**src/sv/ppfa_queue.sv**
```systemverilog
`timescale 1ns / 1ps
module ppfa_queue #(
  parameter int WIDTH = 8,
  parameter int DEPTH = 4
) (
  input  logic                       clk,
  input  logic                       rst,
  input  logic                       push,
  input  logic [WIDTH-1:0]           push_data,
  input  logic                       pop,
  output logic [WIDTH-1:0]           pop_data,
  output logic [$clog2(DEPTH+1)-1:0] count
);

  localparam int PW = $clog2(DEPTH);

  logic [WIDTH-1:0] mem [DEPTH];
  logic [PW-1:0]    wptr;
  logic [PW-1:0]    rptr;

  assign pop_data = mem[rptr];

  always_ff @(posedge clk) begin
    if (push) begin
      mem[wptr] <= push_data;
    end
  end

  always_ff @(posedge clk) begin
    if (rst) begin
      wptr  <= '0;
      rptr  <= '0;
      count <= '0;
    end else begin
      if (push) wptr <= wptr + 1'b1;
      if (pop)  rptr <= rptr + 1'b1;
      if (push && !pop) count <= count + 1'b1;
      else if (pop && !push) count <= count - 1'b1;
    end
  end

endmodule

```
**config.mk**
```make
export PLATFORM = sky130hd
export DESIGN_NAME = ppfa_queue
export DESIGN_NICKNAME = d
export VERILOG_FILES = /design/src/sv/ppfa_queue.sv
export SDC_FILE = /design/constraint.sdc
export NUM_CORES = 1
export LEC_CHECK = 0
export BUFFER_PORTS_ARGS = -buffer_cell sky130_fd_sc_hd__buf_2
export CAP_MARGIN = 20
export CORE_MARGIN = 8
export CORE_UTILIZATION = 45
export CTS_CLUSTER_DIAMETER = 120
export DETAILED_ROUTE_END_ITERATION = 6
export GPL_ROUTABILITY_DRIVEN = 0
export PLACE_DENSITY_LB_ADDON = 0.25
export SETUP_SLACK_MARGIN = 0.2
export SLEW_MARGIN = 10
export SYNTH_ARGS = -nofsm -noshare
export SYNTH_HDL_FRONTEND = slang
export SYNTH_SLANG_ARGS = --single-unit
```
**constraint.sdc**
```tcl
create_clock -name clk -period 2.3 [get_ports clk]
set_clock_uncertainty 0.15 [all_clocks]
set_input_delay 0.345 -clock clk [delete_from_list [all_inputs] [get_ports clk]]
set_output_delay 0.345 -clock clk [all_outputs]
set_load 0.05 [all_outputs]
```
==> summary.md <==
| Metric | Value |
|---|---|
| Final WS setup | 0.2667 ns |
| First-pass GRT wire length | 3.877 mm |
| Distinct cells, synth | 18 |
| Die Height | 75.14 microns |
| RSZ-0062 raised after global routing | false |
| Sequential area share after synthesis | 72.50% |
| Clk slew on worst S/H paths | 0.11 ns |
| Hold WC Path Type | in -> reg |
| Status | completed |
| Grt total ovfl | 0 |
| CORE AREA | 0.003337 sq mm |
| Standard-cell rows | 21 |
| Post-route ant nets | 0 |
| Syn_area_per_cell | 18.74 sq um |
| Pre-CTS WS | 0.3247 ns |
| Fin. Hold Viols | 0 |
| Slew Viols, Final | 0 |
| #FFs+latches synth | 41 |
| WS Path Type | reg -> out |
| Max stage delay on crit path | 0.49 ns |
| Synth Warn # | 0 |
| I/O pins | 23 |
| Leakage | 0.6769 nW |
| Vias in the first global route | 798 |
| # H-tree levels | 2 |
| Total Power | 0.001497 W |
| Startpoint types | register |
| Post-Synthesis Cells | 84 |
| WL final | 2.424 mm |
| Global Route Usage Sum | 9.888% |
| WL/cell | 15.25 microns |
| Root Driver | clkbuf_4 |
| Maximum VDD drop | 474.5 uV |
| Synthesized cell area | 0.001574 sq mm |
| DRT iter0 DRCs | 57 |
| Number of buffers created by CTS | 5 |
| Cts hold-fix bufs | 0 |
| Crit path capture type | primary output |
| Clock latency on the worst-skew pair | 0.33 ns |
| Final worst path period share | 88.40% |
| IO buf count | 22 |
| Max-cap violations | 0 |
| Maximum clock path buffer count | 2 |
| Slew Limit Headroom | 71.04% |
| Die W | 75.14 microns |
| Final setup violating endpoints | 0 |
| Worst endpoint required time | 1.80 ns |
| Family with the most delay on the worst path | multiplexers |
| Worst-path maximum fanout | 7 |
| Initial antenna violation count | 0 |
| Area growth syn-to-layout | 16.61% |
| Final net count | 130 |
| Initial Utilization | 47.17% |
| CTS tree | yes |
| Fillers | 275 |
| Ant diodes | 0 |
| Fmax | 491.8 MHz |
| Die area | 0.005646 sq mm |
| Worst path bufs/invs | 2 |
| Worst path cell trace | buf_12, mux4_2, buf_4 |
| Worst Max-Slew Pin Slew | 0.4344 ns |
| Residual DRC count | 0 |
| Critical path arrival | 1.54 ns |
| Setup_tns | 0 ns |
| Largest net degree at the start of global routing | 13 |
| Post-DP HPWL | 1.710 mm |
| # clock sinks | 41 |
| DR pass1 iterations | 4 |
| Post-Syn Nets | 102 |
| Max stage delay cell, worst path | mux4_2 |
| DR vias | 767 |
| Fin crit period | 2.033 ns |
| Layout cells sized above 1 | 34.51% |
| DR vias/cell | 4.824 |
| Pwr dens | 815.8 mW/mm^2 |
==> power breakdown <==
| part | leakage, nW | internal (W) | total [W] | switching, W |
|---|---|---|---|---|
| combinational | 0.278 | 0.000115 | 0.000302 | 0.000188 |
| clock | 0.0300 | 0.000111 | 0.000323 | 0.000212 |
| sequential | 0.369 | 0.000846 | 0.000872 | 0.0000266 |
==> state kept, by name, summed over array words and instances (netlist names), named ones only <==
signal  flops
count       3
wptr        2
rptr        2
mem        32
==> layer usage <==
layer	up-vias	track usage [%]	routed length, microns
met5	-	0	0
met4	0	4.478	22
met3	4	4.794	154
met2	18	16.12	1253
met1	375	10.59	994
li1	370	-	-
==> metrics by stage <==
| step | util, % | instance area, sq um | hold WS (ns) | cells |
|---|---|---|---|---|
| 2_1_floorplan | - | 1574 | 0.2939 | 84 |
| 3_3_place_gp | 51.82 | 1729 | 0.3195 | 150 |
| 3_5_place_dp | 51.82 | 1729 | 0.3283 | 150 |
| 4_1_cts | 54.11 | 1805 | 0.04829 | 158 |
| 5_1_grt | 55.01 | 1836 | 0.04008 | 159 |
| 6_report | 55.01 | 1836 | 0.05951 | 159 |
==> cell type report <==
cell class                      count  area [sq um]  area share (%)
Inverter                            4         15.01          0.8180
Timing Repair Buffer               24         170.2           9.271
Tap cell                           46         57.56           3.136
Sequential cell                    41          1145           62.37
Multi-Input combinational cell     36         397.9           21.68
Clock buffer                        5         37.54           2.045
Clock inverter                      3         12.51          0.6817
==> path summary, 6_finish.rpt <==
kind                                       startpoint                     to  slack, ns  cells past startpoint
worst min register to register  count[2]$_SDFFE_PP0P_  count[2]$_SDFFE_PP0P_       0.34                      2
worst min-delay path                     push_data[3]    mem[0][3]$_DFFE_PP_       0.06                      1
worst max register to register  count[0]$_SDFFE_PP0P_  count[2]$_SDFFE_PP0P_       0.68                      4
worst max-delay path                         register            pop_data[5]       0.27                      3
==> layout by cell type, fill, tap and decap left out, types with 3 or more instances in the layout <==
cell type / n
xor2_1: 3
clkbuf_4: 5
mux4_2: 8
ha_1: 5
and2_1: 4
buf_2: 15
nor2_1: 7
dfxtp_1: 8
inv_1: 4
edfxtp_1: 32
buf_6: 4
buf_4: 4
==> cells by family after synthesis <==
group / after synthesis / share of synthesized area (%)
xor+xnor: 5 / 2.783
flops: 41 / 72.50
buf+inv: 7 / 2.225
simple gates: 13 / 3.895
compound gates: 2 / 0.6353
fa+ha+maj: 6 / 5.246
mux: 10 / 12.72
==> worst reg2reg max path, cell delays in order (launching register included) <==
cell     delay, ns
dfxtp_1       0.36
fa_1          0.44
xor2_1        0.16
or3_1         0.30
a21oi_1       0.14
==> cell usage after synthesis <==
cell type | count | area share, %
a21oi_1 | 1 | 0.32
fa_1 | 1 | 1.3
or3_1 | 1 | 0.40
nand2_1 | 1 | 0.24
inv_1 | 4 | 0.95
ha_1 | 5 | 4.0
o21ai_0 | 1 | 0.32
edfxtp_1 | 32 | 61
and2_1 | 4 | 1.6
clkbuf_1 | 1 | 0.24
xor2_1 | 3 | 1.7
mux2i_1 | 2 | 1.3
xnor2_1 | 2 | 1.1
mux4_2 | 8 | 11
clkbuf_2 | 1 | 0.32
buf_6 | 1 | 0.72
dfxtp_1 | 9 | 11
nor2_1 | 7 | 1.7
==> what timing repair did <==
action / CTS / global route
gates cloned: 0 / 0
resized for setup: 9 / 10
endpoints found under the setup margin: 7 / 7
setup buffers: 0 / 1
(Power assumes the default switching activity.)
