[config.mk]
export PLATFORM = sky130hd
export DESIGN_NAME = ppfa_front
export DESIGN_NICKNAME = d
export VERILOG_FILES = /design/src/sv/ppfa_pkg.sv /design/src/sv/ppfa_front.sv
export SDC_FILE = /design/constraint.sdc
export NUM_CORES = 2
export LEC_CHECK = 0
export ABC_AREA = 1
export BUFFER_PORTS_ARGS = -buffer_cell sky130_fd_sc_hd__buf_2
export CAP_MARGIN = 20
export CORE_MARGIN = 4
export CORE_UTILIZATION = 25
export CTS_CLUSTER_DIAMETER = 200
export DETAILED_ROUTE_END_ITERATION = 8
export GPL_ROUTABILITY_DRIVEN = 0
export GPL_TIMING_DRIVEN = 0
export SLEW_MARGIN = 25
export SYNTH_ARGS = -nofsm -noshare
export SYNTH_HDL_FRONTEND = slang
export SYNTH_SLANG_ARGS = --single-unit
[constraint.sdc]
create_clock -name clk -period 11.1 [get_ports clk]
set_clock_uncertainty 0.2 [all_clocks]
set_input_delay 0.555 -clock clk [delete_from_list [all_inputs] [get_ports clk]]
set_output_delay 0.555 -clock clk [all_outputs]
set_load 0.02 [all_outputs]
[src/sv/ppfa_pkg.sv]
`timescale 1ns / 1ps
package ppfa_pkg;

  localparam int SUM_W     = 48;
  localparam int CNT_W     = 32;
  localparam int PHASE_W   = 32;
  localparam int CHAN_W    = 6;
  localparam int SAMPLE_W  = 16;
  localparam int RBIN_W    = 10;
  localparam int NBINS_W   = 11;
  localparam int BIN_MAX_W = 12;  // widest bin index the design supports

  localparam logic MODE_ACCUM = 1'b0;
  localparam logic MODE_READ  = 1'b1;

  typedef enum logic [2:0] {
    REG_PHASE_STEP   = 3'd0,
    REG_WINDOW_START = 3'd1,
    REG_WINDOW_END   = 3'd2,
    REG_BIN_SCALE    = 3'd3,
    REG_BINS_IN_USE  = 3'd4
  } reg_idx_t;

  typedef struct packed {
    logic [PHASE_W-1:0] phase_step;
    logic [PHASE_W-1:0] window_start;
    logic [PHASE_W-1:0] window_end;
    logic [31:0]        bin_scale;
    logic [NBINS_W-1:0] bins_in_use;
  } cfg_t;

  typedef struct packed {
    logic                       mode;
    logic [CHAN_W-1:0]          chan;
    logic signed [SAMPLE_W-1:0] sample;
    logic                       step_end;
    logic [RBIN_W-1:0]          read_bin;
    logic                       in_window;
    logic [BIN_MAX_W-1:0]       bin;
    logic                       new_pulse;
    logic [CNT_W-1:0]           pulses;
  } item_t;

  typedef struct packed {
    logic signed [SUM_W-1:0] bin_sum;
    logic [CNT_W-1:0]        bin_count;
    logic                    in_window;
    logic [RBIN_W-1:0]       current_bin;
    logic                    new_pulse;
    logic [CNT_W-1:0]        pulses_seen;
  } res_t;

endpackage

[src/sv/ppfa_front.sv]
`timescale 1ns / 1ps
module ppfa_front
  import ppfa_pkg::*;
#(
  parameter int MAX_BINS = 1024,
  parameter int QDEPTH   = 4
) (
  input  logic                        clk,
  input  logic                        rst,
  input  cfg_t                        cfg,
  input  logic                        clearing,
  input  logic                        in_valid,
  output logic                        in_ready,
  input  logic                        in_mode,
  input  logic [CHAN_W-1:0]           in_chan,
  input  logic signed [SAMPLE_W-1:0]  in_sample,
  input  logic                        in_step_end,
  input  logic [RBIN_W-1:0]           in_read_bin,
  input  logic [$clog2(QDEPTH+1)-1:0] q_count,
  output logic                        q_push,
  output item_t                       q_item
);

  localparam int BIN_W = $clog2(MAX_BINS);
  localparam logic [15:0] MAX_M1 = 16'(MAX_BINS - 1);
  localparam logic [15:0] MAX_NB = 16'(MAX_BINS);

  logic [PHASE_W-1:0] phase;
  logic               v1, v2;
  item_t              it1, it2;
  logic [PHASE_W-1:0] diff1;
  logic [15:0]        prod_hi2;
  logic [BIN_W-1:0]   last_bin;
  logic               last_valid;
  logic [CNT_W-1:0]   pulse_total;

  logic               accept;
  logic [63:0]        prod;
  logic [15:0]        nb_m1, bin16;
  logic [BIN_W-1:0]   bin;
  logic               upd, pulse;
  logic [CNT_W-1:0]   pulse_total_next;

  // room counts items already in the two front stages
  assign in_ready = !clearing && ((32'(q_count) + 32'(v1) + 32'(v2)) < QDEPTH);
  assign accept   = in_valid && in_ready;
  assign prod     = 64'(diff1) * 64'(cfg.bin_scale);

  always_ff @(posedge clk) begin
    if (rst) begin
      phase <= '0;
      v1    <= 1'b0;
      v2    <= 1'b0;
    end else begin
      v1 <= accept;
      v2 <= v1;
      if (accept && in_mode == MODE_ACCUM && in_step_end) begin
        phase <= phase + cfg.phase_step;
      end
    end
  end

  always_ff @(posedge clk) begin
    if (accept) begin
      it1.mode      <= in_mode;
      it1.chan      <= in_chan;
      it1.sample    <= in_sample;
      it1.step_end  <= in_step_end;
      it1.read_bin  <= in_read_bin;
      it1.in_window <= (phase >= cfg.window_start) && (phase <= cfg.window_end);
      it1.bin       <= '0;
      it1.new_pulse <= 1'b0;
      it1.pulses    <= '0;
      diff1         <= phase - cfg.window_start;
    end
    it2      <= it1;
    prod_hi2 <= prod[63:48];
  end

  always_comb begin
    if (cfg.bins_in_use == '0) begin
      nb_m1 = '0;
    end else if (16'(cfg.bins_in_use) > MAX_NB) begin
      nb_m1 = MAX_M1;
    end else begin
      nb_m1 = 16'(cfg.bins_in_use) - 16'd1;
    end
    if (!it2.in_window) begin
      bin16 = '0;
    end else if (prod_hi2 > nb_m1) begin
      bin16 = nb_m1;
    end else begin
      bin16 = prod_hi2;
    end
    bin   = bin16[BIN_W-1:0];
    upd   = v2 && it2.mode == MODE_ACCUM && it2.step_end && it2.in_window;
    pulse = upd && last_valid && (bin < last_bin);
    pulse_total_next = (pulse && pulse_total != '1) ? pulse_total + 1'b1 : pulse_total;

    q_push           = v2;
    q_item           = it2;
    q_item.bin       = BIN_MAX_W'(bin);
    q_item.new_pulse = pulse;
    q_item.pulses    = pulse_total_next;
  end

  always_ff @(posedge clk) begin
    if (rst) begin
      last_bin    <= '0;
      last_valid  <= 1'b0;
      pulse_total <= '0;
    end else begin
      pulse_total <= pulse_total_next;
      if (upd) begin
        last_bin   <= bin;
        last_valid <= 1'b1;
      end
    end
  end

endmodule

==> flow_summary.yaml <==
cells_and_area:
  final_common_cell: "inv_1"
  layout_common_cells: "inv_1 (1811), nand2_1 (1456), fa_1 (897)"
  area_growth_pct: 11.0
  layout-drive-gt1-share_pct: 5.58
  nets: 7742
clock_network:
  cts_tree: "yes"
  cts_sinks: 195
  cts.path.max_buffers: 2
  htree_levels: 4
  cts_setup_buffers: 0
  cts_resized: 0
  clk_pin_slew_ps: 80
  cts_hold_buf: 0
  cts_buffers: 17
  cts-root-buf: "clkbuf_16"
  clk_latency_ps: 450
route:
  vias: 40600
  drcViolationCount: 0
  routed_via_density: 4.63
  wl_um: 178000
  avgRoutedWirePerCell_um: 20.3
  drtAntennaViolNets: 0
  drtIter0Drc: 4224
  firstDrtPassIters: 6
floorplanning:
  fp.coreArea_um2: 183000
  rows: 157
  io_pins: 262
  start_util_pct: 25.2
  fp.dieH_um: 438
  die_w_um: 438
  dieArea_um2: 192000
grt:
  antenna_found_initial: 37
  grt_use_total_pct: 18.5
  grt_max_degree: 37
  grt_pass1_wl_um: 266000
  overflow: 0
  grt_pass1_vias: 42200
critical_path:
  timing.rr.end: "prod_hi2[9]$_DFF_P_"
  crit_top_cell: "fa_1"
  cp-start-kind: "flip-flop"
  arrival_ps: 8920
  endpoint_kind: "flip-flop"
  worstRegToRegCells: 24
  required_ps: 11250
  cpMaxStageDelayCell: "clkbuf_1"
  path_class: "reg -> reg"
  regToRegSetupSlack_ps: 2330
  path_cells: "clkbuf_1, nand2_1, inv_1, fa_1, fa_1, inv_1, fa_1, fa_1, inv_1, fa_1, fa_1, fa_1, fa_1, ha_1, nand2_1, nand2_1, a31oi_1, o21ai_0, a211oi_1, o21ai_0, a21oi_1, nand2_1, nand2_1, nand2_1"
  cp_max_fo: 10
  slowest_delay_ps: 890
  r2r_start: "diff1[17]$_DFFE_PP_"
sta:
  fmax_ghz: 0.114
  rsz0062_at_grt: "no"
  period_share_pct: 79.0
  slew_viol_final: 0
  worstMarginPinSlew_ps: 1260
  max-slew-margin-rel_pct: 16.2
  min_period_ps: 8770
  hold_viol: 0
  finalSetupViolations: 0
  setup-tns-final_ps: 0
synth:
  synth_ff_type: "dfxtp_1"
  synth_enable_flop_cells: 67
  yosysUniqueCellTypes: 56
  yosysWarnings: 0
  yosysSeqAreaShare_pct: 9.89
  ys_top_cells_by_area: "fa_1 (39%), inv_1 (15%), nand2_1 (12%)"
  synth_top_cell_area_share_pct: 38.8
  synthCells: 6002
  syn_avg_cell_area_um2: 7.70
  mappedNetlistArea_um2: 46200
  yosys.area.top_type: "fa_1"
  ys_ff_latch: 195
  ys_async_sr_fraction_pct: 0
hold_path:
  holdPathEnd: "it1[66]$_DFFE_PP_"
  holdCritPathClass: "in -> reg"
  hold_start: "in_sample[9]"
  min_delay_path_depth: 1
place:
  io_buffers: 259
  dp_hpwl_um: 151000
job:
  drv_cap: 0
run_status:
  status: "finished clean"
sequential cells by signal, indices dropped and copies added (netlist names):
signal and cells:
diff1 32, it1 35, last_bin 10, last_valid 1, phase 32, prod_hi2 16, pulse_total 32, q_item 35
q_push 1, v1 1
final cells by class:
type,instances,area (um^2)
antenna,18,45.0
buffer,225,918
clock buffer,20,478
clock inverter,12,134
fill,20000,132000
inverter,1813,6810
multi-input combinational,3770,34000
sequential,195,4570
tap,2464,3080
timing repair buffer,260,1320
stage by stage:
step	hold slack [ps]	area [um^2]	utilization, %	worst slack, ps	cells
detailed placement	127	50600	27.6	2530	8727
finish	67.2	51300	28.0	2330	8777
CTS	40.2	51300	27.9	2740	8759
floorplan	123	46200	-	4360	6003
global route	40.8	51300	27.9	2250	8762
global placement	125	50600	27.6	2470	8726
Yosys cell counts, drive strengths merged (29+ instances only):
cell and instances:
dfxtp 128, edfxtp 67, ha 383, nand2 1463
o21a 32, clkbuf 210, nor3 42, nand4 62
nand3 96, xor2 42, fa 897, o21ai 133
inv 1813, a21oi 225, nor2 220, xnor2 29
cells by family after synthesis:
group	share of synthesized area, %
AOI/OAI and AO/OA	6.17
xor gates and xnor gates	1.35
adders and majority gates	49.2
buffers and inverters	16.7
DFF	9.89
other	0.0162
and+or+nand+nor	16.7
worst max path at each step:
stage / from / to / slack [ps] / cells after the start
floorplan: cfg[16] / prod_hi2[9]$_DFF_P_ / 4360 / 26
global placement: cfg[23] / prod_hi2[9]$_DFF_P_ / 2470 / 25
detailed placement: cfg[21] / prod_hi2[9]$_DFF_P_ / 2530 / 25
CTS: diff1[17]$_DFFE_PP_ / prod_hi2[9]$_DFF_P_ / 2740 / 24
global route: diff1[17]$_DFFE_PP_ / prod_hi2[9]$_DFF_P_ / 2250 / 24
finish: diff1[17]$_DFFE_PP_ / prod_hi2[9]$_DFF_P_ / 2330 / 24
routing by layer:
metal / up-vias / global-route usage, % / share of wire [%]
li1: 18000 / - / -
met1: 19700 / 22.6 / 37
met2: 2368 / 29.0 / 43
met3: 522 / 6.47 / 13
met4: 20 / 8.95 / 6.2
met5: - / 0 / 0.082
critical path: cells and delay by family (launching register included):
family	cells	cell delay, ps
compound gates	5	1440
fa+ha+maj	9	4730
buf+inv	4	1140
flops	1	670
simple gates	6	470
Power is left out: the tool's default activity adds up to more than one toggle a clock period on the data nets, which glitch-free logic cannot reach.
